--- src/design/sorted_priority_queue_defines.svh ---
// ----------------------------------------------------------------------------
// Sorted priority queue assertion macros
// Shared property wrappers for the queue's concurrent checks.
// ----------------------------------------------------------------------------
`ifndef SORTED_PRIORITY_QUEUE_DEFINES_SVH
`define SORTED_PRIORITY_QUEUE_DEFINES_SVH

// Same-cycle implication, sampled on clk, off during reset
`define SPQ_ASSERT_SAME(label, ante, cons, msg) \
  label: assert property (@(posedge clk) disable iff (!rst_n) (ante) |-> (cons)) \
    else $error(msg);

// Next-cycle implication, sampled on clk, off during reset
`define SPQ_ASSERT_NEXT(label, ante, cons, msg) \
  label: assert property (@(posedge clk) disable iff (!rst_n) (ante) |=> (cons)) \
    else $error(msg);

`endif

--- src/design/spq_pkg.sv ---
// ----------------------------------------------------------------------------
// Sorted priority queue package
// Item types, entry type and codes shared by the cell row and the top level.
// ----------------------------------------------------------------------------
package spq_pkg;

  typedef enum logic {
    OP_ENQ = 1'b0,
    OP_DEQ = 1'b1
  } op_t;

  typedef enum logic [1:0] {
    STATUS_OK    = 2'd0,
    STATUS_EMPTY = 2'd1,
    STATUS_FULL  = 2'd2
  } status_t;

  localparam logic signed [31:0] EMPTY_VALUE = 32'shFFFF_FFFF;

  typedef struct packed {
    op_t                operation;
    logic signed [31:0] item_value;
    logic signed [31:0] item_priority;
  } in_item_t;

  typedef struct packed {
    logic signed [31:0] out_value;
    status_t            status;
  } out_item_t;

  typedef struct packed {
    logic signed [31:0] value;
    logic signed [31:0] prio;
  } entry_t;

  // Row-wide command, already gated by full and empty
  typedef struct packed {
    logic enq;
    logic deq;
  } cell_ctl_t;

endpackage

--- src/design/spq_cell.sv ---
// ----------------------------------------------------------------------------
// Sorted priority queue cell
// Holds one entry; on enqueue shifts right or captures the new item, on
// dequeue takes the entry of its right neighbor.
// ----------------------------------------------------------------------------
module spq_cell (
  input  logic              clk,
  input  spq_pkg::cell_ctl_t ctl,
  input  spq_pkg::entry_t   new_entry,
  input  logic              occupied,
  input  logic              left_disp,
  input  spq_pkg::entry_t   left_entry,
  input  spq_pkg::entry_t   right_entry,
  output logic              disp,
  output spq_pkg::entry_t   entry
);
  import spq_pkg::*;

  entry_t entry_r;
  entry_t entry_nxt;

  // Displaced cells form a suffix of the row since entries stay sorted
  assign disp  = !occupied || (entry_r.prio <= new_entry.prio);
  assign entry = entry_r;

  always_comb begin
    entry_nxt = entry_r;
    if (ctl.enq && disp) begin
      entry_nxt = left_disp ? left_entry : new_entry;
    end else if (ctl.deq) begin
      entry_nxt = right_entry;
    end
  end

  always_ff @(posedge clk) begin
    entry_r <= entry_nxt;
  end

endmodule

--- src/design/sorted_priority_queue.sv ---
// ----------------------------------------------------------------------------
// Sorted priority queue
// Bounded queue kept sorted in a row of cells, highest priority at cell 0.
// ----------------------------------------------------------------------------
//  channel   ports                     handshake
//  input     in_item                   start high, busy low at clock edge
//  result    out_item                  out_valid high for one cycle
//
//  One item per cycle; every cell compares and shifts in the same edge.
//  The result appears on the cycle after the item is taken, for one cycle.
//  busy stays low; the receiver cannot stall, none is needed.
//  Reset empties the queue by clearing the entry count, not the entries; it also clears out_valid.
// ----------------------------------------------------------------------------
`include "sorted_priority_queue_defines.svh"

module sorted_priority_queue #(
  parameter int DEPTH = 16
) (
  input  logic               clk,
  input  logic               rst_n,
  input  logic               start,
  output logic               busy,
  input  spq_pkg::in_item_t  in_item,
  output logic               out_valid,
  output spq_pkg::out_item_t out_item
);
  import spq_pkg::*;

  localparam int CW = $clog2(DEPTH + 1);
  localparam logic [CW-1:0] CNT_FULL = CW'(DEPTH);

  logic [CW-1:0] count_r;
  logic [CW-1:0] count_nxt;
  logic          out_valid_r;
  out_item_t     out_item_r;
  out_item_t     out_item_nxt;

  logic      accept;
  logic      full;
  logic      empty;
  logic      drop_full;
  logic      res_full;
  cell_ctl_t ctl;
  entry_t    new_entry;
  entry_t    entry_w [DEPTH];
  logic      disp_w  [DEPTH];

  assign busy      = 1'b0;
  assign accept    = start && !busy;
  assign full      = (count_r == CNT_FULL);
  assign empty     = (count_r == '0);
  assign ctl.enq   = accept && (in_item.operation == OP_ENQ) && !full;
  assign ctl.deq   = accept && (in_item.operation == OP_DEQ) && !empty;
  assign new_entry = '{value: in_item.item_value, prio: in_item.item_priority};

  for (genvar i = 0; i < DEPTH; i++) begin : g_cell
    entry_t left_e;
    entry_t right_e;
    logic   left_d;

    if (i == 0) begin : g_head
      assign left_d = 1'b0;
      assign left_e = new_entry;
    end else begin : g_mid
      assign left_d = disp_w[i-1];
      assign left_e = entry_w[i-1];
    end

    // Last cell empties on dequeue; its content no longer counts
    if (i == DEPTH - 1) begin : g_tail
      assign right_e = new_entry;
    end else begin : g_body
      assign right_e = entry_w[i+1];
    end

    spq_cell u_cell (
      .clk        (clk),
      .ctl        (ctl),
      .new_entry  (new_entry),
      .occupied   (CW'(i) < count_r),
      .left_disp  (left_d),
      .left_entry (left_e),
      .right_entry(right_e),
      .disp       (disp_w[i]),
      .entry      (entry_w[i])
    );
  end

  always_comb begin
    count_nxt = count_r;
    if (ctl.enq) begin
      count_nxt = count_r + CW'(1);
    end else if (ctl.deq) begin
      count_nxt = count_r - CW'(1);
    end
  end

  always_comb begin
    out_item_nxt = out_item_r;
    if (accept) begin
      unique case (in_item.operation)
        OP_ENQ: begin
          out_item_nxt.out_value = '0;
          out_item_nxt.status    = full ? STATUS_FULL : STATUS_OK;
        end
        OP_DEQ: begin
          out_item_nxt.out_value = empty ? EMPTY_VALUE : entry_w[0].value;
          out_item_nxt.status    = empty ? STATUS_EMPTY : STATUS_OK;
        end
        default: begin
          out_item_nxt = out_item_r;
        end
      endcase
    end
  end

  always_ff @(posedge clk) begin
    if (!rst_n) begin
      count_r     <= '0;
      out_valid_r <= 1'b0;
    end else begin
      count_r     <= count_nxt;
      out_valid_r <= accept;
    end
  end

  always_ff @(posedge clk) begin
    out_item_r <= out_item_nxt;
  end

  assign out_valid = out_valid_r;
  assign out_item  = out_item_r;

  assign drop_full = accept && (in_item.operation == OP_ENQ) && full;
  assign res_full  = (out_item.status == STATUS_FULL);

  `SPQ_ASSERT_SAME(a_count_bound, 1'b1, count_r <= CNT_FULL, "entry count above depth")
  `SPQ_ASSERT_NEXT(a_result_follows, accept, out_valid, "accepted item gave no result")
  `SPQ_ASSERT_NEXT(a_full_drop, drop_full, (count_r == $past(count_r)) && res_full, "full kept")
  `SPQ_ASSERT_SAME(a_head_order, count_r > CW'(1), entry_w[0].prio >= entry_w[1].prio, "bad head")

endmodule

--- config.mk ---
export PLATFORM = sky130hd
export DESIGN_NAME = sorted_priority_queue
export DESIGN_NICKNAME = d
export VERILOG_FILES = /design/src/design/spq_pkg.sv /design/src/design/spq_cell.sv /design/src/design/sorted_priority_queue.sv
export VERILOG_INCLUDE_DIRS = /design/src /design/src/design
export SDC_FILE = /design/constraint.sdc
export NUM_CORES = 2
export LEC_CHECK = 0
export CORE_ASPECT_RATIO = 1.4
export CORE_MARGIN = 2
export CORE_UTILIZATION = 50
export CTS_CLUSTER_DIAMETER = 120
export DETAILED_ROUTE_END_ITERATION = 12
export DONT_BUFFER_PORTS = 1
export HOLD_SLACK_MARGIN = 0.03
export PLACE_DENSITY = 0.7
export SETUP_SLACK_MARGIN = 0.05
export SYNTH_ARGS = -nofsm -noshare
export SYNTH_HDL_FRONTEND = slang
export SYNTH_SLANG_ARGS = --single-unit
export TNS_END_PERCENT = 20
--- constraint.sdc ---
create_clock -name clk -period 4.5 [get_ports clk]
set_input_delay 0.225 -clock clk [delete_from_list [all_inputs] [get_ports clk]]
set_output_delay 0.225 -clock clk [all_outputs]
set_load 0.02 [all_outputs]
# Word level (Yosys, flattened, before mapping)
# Index checks and enable logic that the tools add are counted.
dict set report word_totals {
  out_inout_bits 36
  wordCells 197
  reg_bits 1064
}
dict set report classes {
  n_reduce_logical 72
  muxes 53
  n_eq_ne 1
  n_addsub 2
  bitwise 1
  order_cmp 32
}
# cell n
set ops {}
lappend ops {{64-bit two-way mux} 47}
lappend ops {{32-bit <= comparator} 16}
lappend ops {{34-bit one-hot mux with 2 select lines} 1}
lappend ops {{4-bit by 5-bit < comparator with 1-bit output, first input constant} 8}
lappend ops {{2-bit nonzero test} 17}
lappend ops {{32-bit two-way mux} 1}
lappend ops {{1-bit logical AND} 20}
lappend ops {{3-bit by 5-bit < comparator with 1-bit output, first input constant} 4}
lappend ops {{1-bit zero test} 18}
lappend ops {{1-bit logical OR} 16}
lappend ops {{1-bit by 5-bit < comparator with 1-bit output, first input constant} 2}
lappend ops {{2-bit by 5-bit < comparator with 1-bit output, first input constant} 2}
lappend ops {{5-bit two-way mux} 2}
lappend ops {{5-bit by 1-bit adder with 5-bit output, second input constant} 1}
lappend ops {{5-bit == test, second input constant} 1}
lappend ops {{5-bit zero test} 1}
lappend ops {{5-bit by 1-bit subtractor with 5-bit output, second input constant} 1}
lappend ops {{2-bit two-way mux} 1}
lappend ops {{1-bit two-way mux} 1}
lappend ops {{1-bit NOT} 1}

# Depth between registers and ports, before layout
dict set report logic_depth {
  word_depth 5
  depth_mapped 14
}

# Modules after synthesis
# A second synthesis with hierarchy kept.
dict set report unflattened {
  cells_unflattened 6001
  area_unflattened_um2 73561.8
}
# module area_per_inst_um2 seq_area_each_um2 instances cells_each
set by_module_without_submodules {}
lappend by_module_without_submodules {{spq_cell at g_cell[0].u_cell ...} 4486.8 1921.8 13 363}
lappend by_module_without_submodules {{spq_cell at g_cell[8].u_cell ...} 4429.2 1921.8 2 362}
lappend by_module_without_submodules {{spq_cell at g_cell[7].u_cell} 4440.5 1921.8 1 362}
lappend by_module_without_submodules {sorted_priority_queue 1934.4 1141.1 1 196}

# Worst setup path before layout
# Ideal clock, no wire load.
dict set report synth_timing {
  path_type {input -> register}
  startpoint {input port in_item[30] (netlist name)}
  endpoint {register g_cell[6].u_cell.entry_r, in the netlist g_cell[6].u_cell.entry[0], enable pin}
  cell_stages 10
  setup_ns 0.433
  arrival_ns 4.259
  required_ns 4.067
  path_slack_ns -0.192
  path_cell_list {inv_1 -> ha_1 -> nand4_2 -> or4_1 -> or4_4 -> nand2_1 -> and4bb_4 -> nor3_2 -> buf_2 -> nand2b_1}
}
dict set report synth_via {
  elab_chain_cells 4
}
# element line_no
set synth_lines {}
lappend synth_lines {{from (decl)} sorted_priority_queue.sv:23} ;# input spq_pkg::in_item_t in_item,
lappend synth_lines {{32-bit <= comparator} spq_cell.sv:23} ;# assign disp = !occupied || (entry_r.prio <= new_entry.prio);
lappend synth_lines {{1-bit logical OR} spq_cell.sv:23}
lappend synth_lines {{1-bit logical AND} spq_cell.sv:28} ;# if (ctl.enq && disp) begin
lappend synth_lines {{2-bit nonzero test (no source line)} --}
lappend synth_lines {{to (signal assigned)} spq_cell.sv:36} ;# entry_r <= entry_nxt;
lappend synth_lines {{to (decl)} spq_cell.sv:19} ;# entry_t entry_r;
# No other way between the ends.
# A chain may end at the register's enable or synchronous reset.

==> impl_metrics.xml <==
<?xml version="1.0" encoding="UTF-8"?>
<metrics>
  <group name="run_status">
    <metric name="run_status" unit="">completed</metric>
  </group>
  <group name="finish">
    <metric name="most_common_library_cell_in_the_layout_ignoring_fill_and_taps" unit="">sky130_fd_sc_hd__edfxtp_1</metric>
    <metric name="drive_gt1_frac" unit="">0.124</metric>
    <metric name="final_std_cells_w_o_fill" unit="">7776</metric>
    <metric name="final_net_count" unit="">6501</metric>
    <metric name="mostFrequentLayoutCells" unit="">sky130_fd_sc_hd__edfxtp_1 (1058), sky130_fd_sc_hd__a21oi_1 (739), sky130_fd_sc_hd__mux2i_1 (712)</metric>
    <metric name="stdcell_area" unit="mm²">0.0749</metric>
    <metric name="flow.area_growth_from_synthesis" unit="%">13.5</metric>
    <metric name="filler_cell_count" unit="">10900</metric>
  </group>
  <group name="worst_hold_path">
    <metric name="hp-start" unit="">in_item[64]</metric>
    <metric name="hold_class" unit="">input pin to flop</metric>
  </group>
  <group name="clock_network">
    <metric name="ctsHtreeMaxLevel" unit="">3</metric>
    <metric name="cts_made_buffers" unit="">109</metric>
    <metric name="cts-root-to-sink-buffers" unit="">3</metric>
    <metric name="cts_root_buf" unit="">sky130_fd_sc_hd__clkbuf_16</metric>
    <metric name="clk_pin_slew_worst_paths" unit="ns">0.06</metric>
    <metric name="clock_tree_from_tritoncts" unit="">done</metric>
    <metric name="cts.sinks" unit="">1064</metric>
    <metric name="clk_latency" unit="ns">0.77</metric>
  </group>
  <group name="placed_design">
    <metric name="place_hpwl" unit="µm">153000</metric>
    <metric name="place_worst_setup_slack" unit="ns">0.232</metric>
    <metric name="numPlacedInstances" unit="">7458</metric>
    <metric name="post_dp_cell_area" unit="mm²">0.0702</metric>
    <metric name="gp_congestion" unit="">1.01</metric>
    <metric name="numPortBuffers" unit="">0</metric>
  </group>
  <group name="sta">
    <metric name="setup_tns" unit="ns">0</metric>
    <metric name="setup_ws" unit="ns">0.0651</metric>
    <metric name="hold_violations" unit="">0</metric>
    <metric name="setup_viol" unit="">0</metric>
    <metric name="skew" unit="ns">0.0308</metric>
    <metric name="maxClockFrequency" unit="GHz">0.225</metric>
    <metric name="relSlewSlack" unit="">0.246</metric>
    <metric name="finalWorstPathRequiredPeriod" unit="ns">4.43</metric>
    <metric name="unrepaired_setup_endpoints_after_global_routing" unit="">no</metric>
    <metric name="final_min_period_over_clock_period" unit="">0.986</metric>
    <metric name="finalMaxSlewViolations" unit="">0</metric>
    <metric name="worst_slew_pin_slew" unit="ns">1.13</metric>
  </group>
  <group name="grt">
    <metric name="antenna_found_initial" unit="">10</metric>
    <metric name="first_global_vias" unit="">50800</metric>
    <metric name="pin_count_of_the_biggest_net_entering_global_routing" unit="">105</metric>
    <metric name="grt_first_pass_wirelength" unit="µm">327000</metric>
    <metric name="global_route.overflow_total" unit="">0</metric>
    <metric name="grt_util_all_layers" unit="">0.321</metric>
  </group>
  <group name="critical_path">
    <metric name="cp-end-kind" unit="">flop</metric>
    <metric name="cp_cell_sequence" unit="">dlygate4sd3_1, inv_1, buf_4, ha_1, a21o_1, o21ai_1, a41o_1, a21oi_1, nor3b_2, buf_12, buf_12, mux2i_1, dlygate4sd3_1, a31oi_1</metric>
    <metric name="arrival" unit="ns">4.93</metric>
    <metric name="cp_max_fo" unit="">29</metric>
    <metric name="rrSetupSlack" unit="ns">0.16</metric>
    <metric name="cp_slowest_cell" unit="">sky130_fd_sc_hd__dlygate4sd3_1</metric>
    <metric name="worst_setup_path_startpoint" unit="">in_item[3]</metric>
    <metric name="critical_path_required" unit="ns">5.00</metric>
    <metric name="timing.setup.critical_path_class" unit="">input pin to flop</metric>
    <metric name="cp_slowest_stage_delay" unit="ns">0.81</metric>
    <metric name="r2r-start" unit="">g_cell[9].u_cell.entry[13]</metric>
    <metric name="critPathLaunchType" unit="">input pin</metric>
  </group>
  <group name="drt">
    <metric name="wl_per_cell" unit="µm">28.5</metric>
    <metric name="number_of_nets_with_antenna_violations_after_routing" unit="">0</metric>
    <metric name="post-route-drc-count" unit="">0</metric>
    <metric name="via_count" unit="">51000</metric>
    <metric name="routed_via_density" unit="">6.56</metric>
    <metric name="finalWirelength" unit="µm">222000</metric>
    <metric name="detail_route.iter0.violations" unit="">5450</metric>
    <metric name="drt_pre_antenna_iters" unit="">7</metric>
  </group>
  <group name="floorplanning">
    <metric name="floorplan.die.height" unit="µm">434</metric>
    <metric name="core" unit="mm²">0.131</metric>
    <metric name="ios" unit="">104</metric>
    <metric name="dieWidth" unit="µm">311</metric>
    <metric name="floorplan.initialDensity" unit="">0.504</metric>
    <metric name="floorplan.rows" unit="">157</metric>
    <metric name="floorplan.die_area" unit="mm²">0.135</metric>
  </group>
  <group name="yosys">
    <metric name="syn-cell-area" unit="mm²">0.0660</metric>
    <metric name="post_synth_num_cell_types" unit="">70</metric>
    <metric name="postSynthAreaPerCell" unit="µm²">11.3</metric>
    <metric name="asyncSetResetFlopFracSynth" unit="">0</metric>
    <metric name="synth.net_count" unit="">6420</metric>
    <metric name="postSynthCellCount" unit="">5837</metric>
    <metric name="synth_seq_area_share" unit="">0.483</metric>
    <metric name="yosysWarningCount" unit="">0</metric>
    <metric name="synth_ff_type" unit="">sky130_fd_sc_hd__edfxtp_1</metric>
    <metric name="postSynthRegisterBits" unit="">1064</metric>
    <metric name="synth_enable_flop_cells" unit="">1058</metric>
  </group>
  <group name="power_and_ir_drop">
    <metric name="p_leak" unit="nW">31.4</metric>
    <metric name="max-vdd-ir-drop" unit="mV">0.417</metric>
    <metric name="power-per-cell-area" unit="mW/mm²">528</metric>
    <metric name="finalPower" unit="mW">39.6</metric>
  </group>
  <group name="job">
    <metric name="cap_violations" unit="">0</metric>
  </group>
</metrics>
state kept, by name, summed over array words and instances, names as in the netlist:
name and cells:
out_item 34, g_cell.u_cell.entry 1024, count_r 5, out_valid 1
worst paths after layout:
path	to	depth (start not counted)
setup / recovery	g_cell[5].u_cell.entry[1]	14
hold / removal	out_item[27]	3
setup reg to reg	g_cell[10].u_cell.entry[4]	11
hold reg to reg	g_cell[14].u_cell.entry[54]	1
worst max-delay path, delay by kind of cell:
family | cells | cell delay (ns)
buffers and inverters | 6 | 2.38
AOI/OAI and AO/OA | 5 | 1.39
adders and majority gates | 1 | 0.35
and+or+nand+nor | 1 | 0.26
muxes | 1 | 0.23
metal layers:
metal | vias up | wire, µm | track usage
met2 | 2411 | 106000 | 0.535
li1 | 22600 | - | -
met3 | 635 | 15000 | 0.0413
met4 | 2 | 16800 | 0.224
met5 | - | 13 | 0
met1 | 25400 | 84300 | 0.387
layout make-up:
cell class                 count  area [µm²]  share of cell area
tap                         1749        2190              0.0292
inverter                      68         255             0.00341
antenna                       19        47.5            0.000635
sequential                  1064       31900               0.426
multi-input combinational   4249       32100               0.429
clock buffer                 126        2830              0.0378
timing repair buffer         426        4730              0.0632
clock inverter                75         818              0.0109
cell usage after synthesis, types with 4 or more instances:
master	instances	share of area
sky130_fd_sc_hd__edfxtp_1	1058	0.48
sky130_fd_sc_hd__a21oi_1	739	0.056
sky130_fd_sc_hd__mux2i_1	713	0.11
sky130_fd_sc_hd__ha_1	515	0.098
sky130_fd_sc_hd__nand2_1	454	0.026
sky130_fd_sc_hd__o21ai_1	350	0.027
sky130_fd_sc_hd__a31oi_1	263	0.025
sky130_fd_sc_hd__mux2_1	251	0.043
sky130_fd_sc_hd__clkbuf_1	240	0.014
sky130_fd_sc_hd__nor2_1	175	0.010
sky130_fd_sc_hd__buf_2	163	0.012
sky130_fd_sc_hd__mux2_2	134	0.023
sky130_fd_sc_hd__o21ai_0	105	0.0080
sky130_fd_sc_hd__nand4_1	101	0.0096
sky130_fd_sc_hd__inv_1	68	0.0039
sky130_fd_sc_hd__nand3_1	64	0.0049
sky130_fd_sc_hd__a21oi_2	60	0.0080
sky130_fd_sc_hd__nor3_1	50	0.0038
sky130_fd_sc_hd__buf_1	36	0.0020
sky130_fd_sc_hd__o211ai_1	32	0.0036
sky130_fd_sc_hd__a211oi_1	27	0.0031
sky130_fd_sc_hd__a21o_1	26	0.0030
sky130_fd_sc_hd__nor4_1	22	0.0021
sky130_fd_sc_hd__nor2b_1	20	0.0019
sky130_fd_sc_hd__a221oi_1	18	0.0024
sky130_fd_sc_hd__and4_1	16	0.0021
sky130_fd_sc_hd__o21a_1	13	0.0015
sky130_fd_sc_hd__nand2b_1	12	0.0011
sky130_fd_sc_hd__buf_4	10	0.0011
sky130_fd_sc_hd__and2_1	7	0.00066
sky130_fd_sc_hd__a221o_1	6	0.00091
sky130_fd_sc_hd__buf_12	6	0.0018
sky130_fd_sc_hd__dfxtp_1	6	0.0018
sky130_fd_sc_hd__nand3b_1	6	0.00068
sky130_fd_sc_hd__o31ai_1	6	0.00068
sky130_fd_sc_hd__or4_1	6	0.00068
sky130_fd_sc_hd__a21bo_1	4	0.00061
sky130_fd_sc_hd__a41oi_1	4	0.00053
sky130_fd_sc_hd__o211a_1	4	0.00061
sky130_fd_sc_hd__xor2_1	4	0.00053
repair_timing:
action / 4_1_cts / 5_1_grt
endpoints found under the setup margin: 0 / 71
buffers inserted: 0 / 1
endpoints found under the hold margin: 1039 / 0
hold buffers: 97 / 0
gates resized for setup: 0 / 6
logic make-up (layout without fill, tap and decap cells):
kind of cell,after synthesis,after routing,synth area share
AO/OA/AOI/OAI,1678,1678,0.143
XOR/XNOR,4,4,0.000531
adder cells (fa/ha/maj),515,515,0.0977
buffers and inverters,524,695,0.0351
flip-flops,1064,1064,0.483
multiplexers,1098,1098,0.174
other,1,20,0.0000569
AND/OR/NAND/NOR,953,953,0.0660
per-stage QoR:
step / hold slack, ns / utilization
floorplan: 0.337 / -
global placement: 0.345 / 0.536
detailed placement: 0.344 / 0.536
CTS: 0.0331 / 0.572
global route: 0.0905 / 0.572
finish: 0.0536 / 0.572
where the power goes:
group,internal (mW),switching [mW]
sequential,14.3,1.79
combinational,5.50,8.35
clock,5.43,4.20
Note: power is estimated with default switching activity, not from simulation.
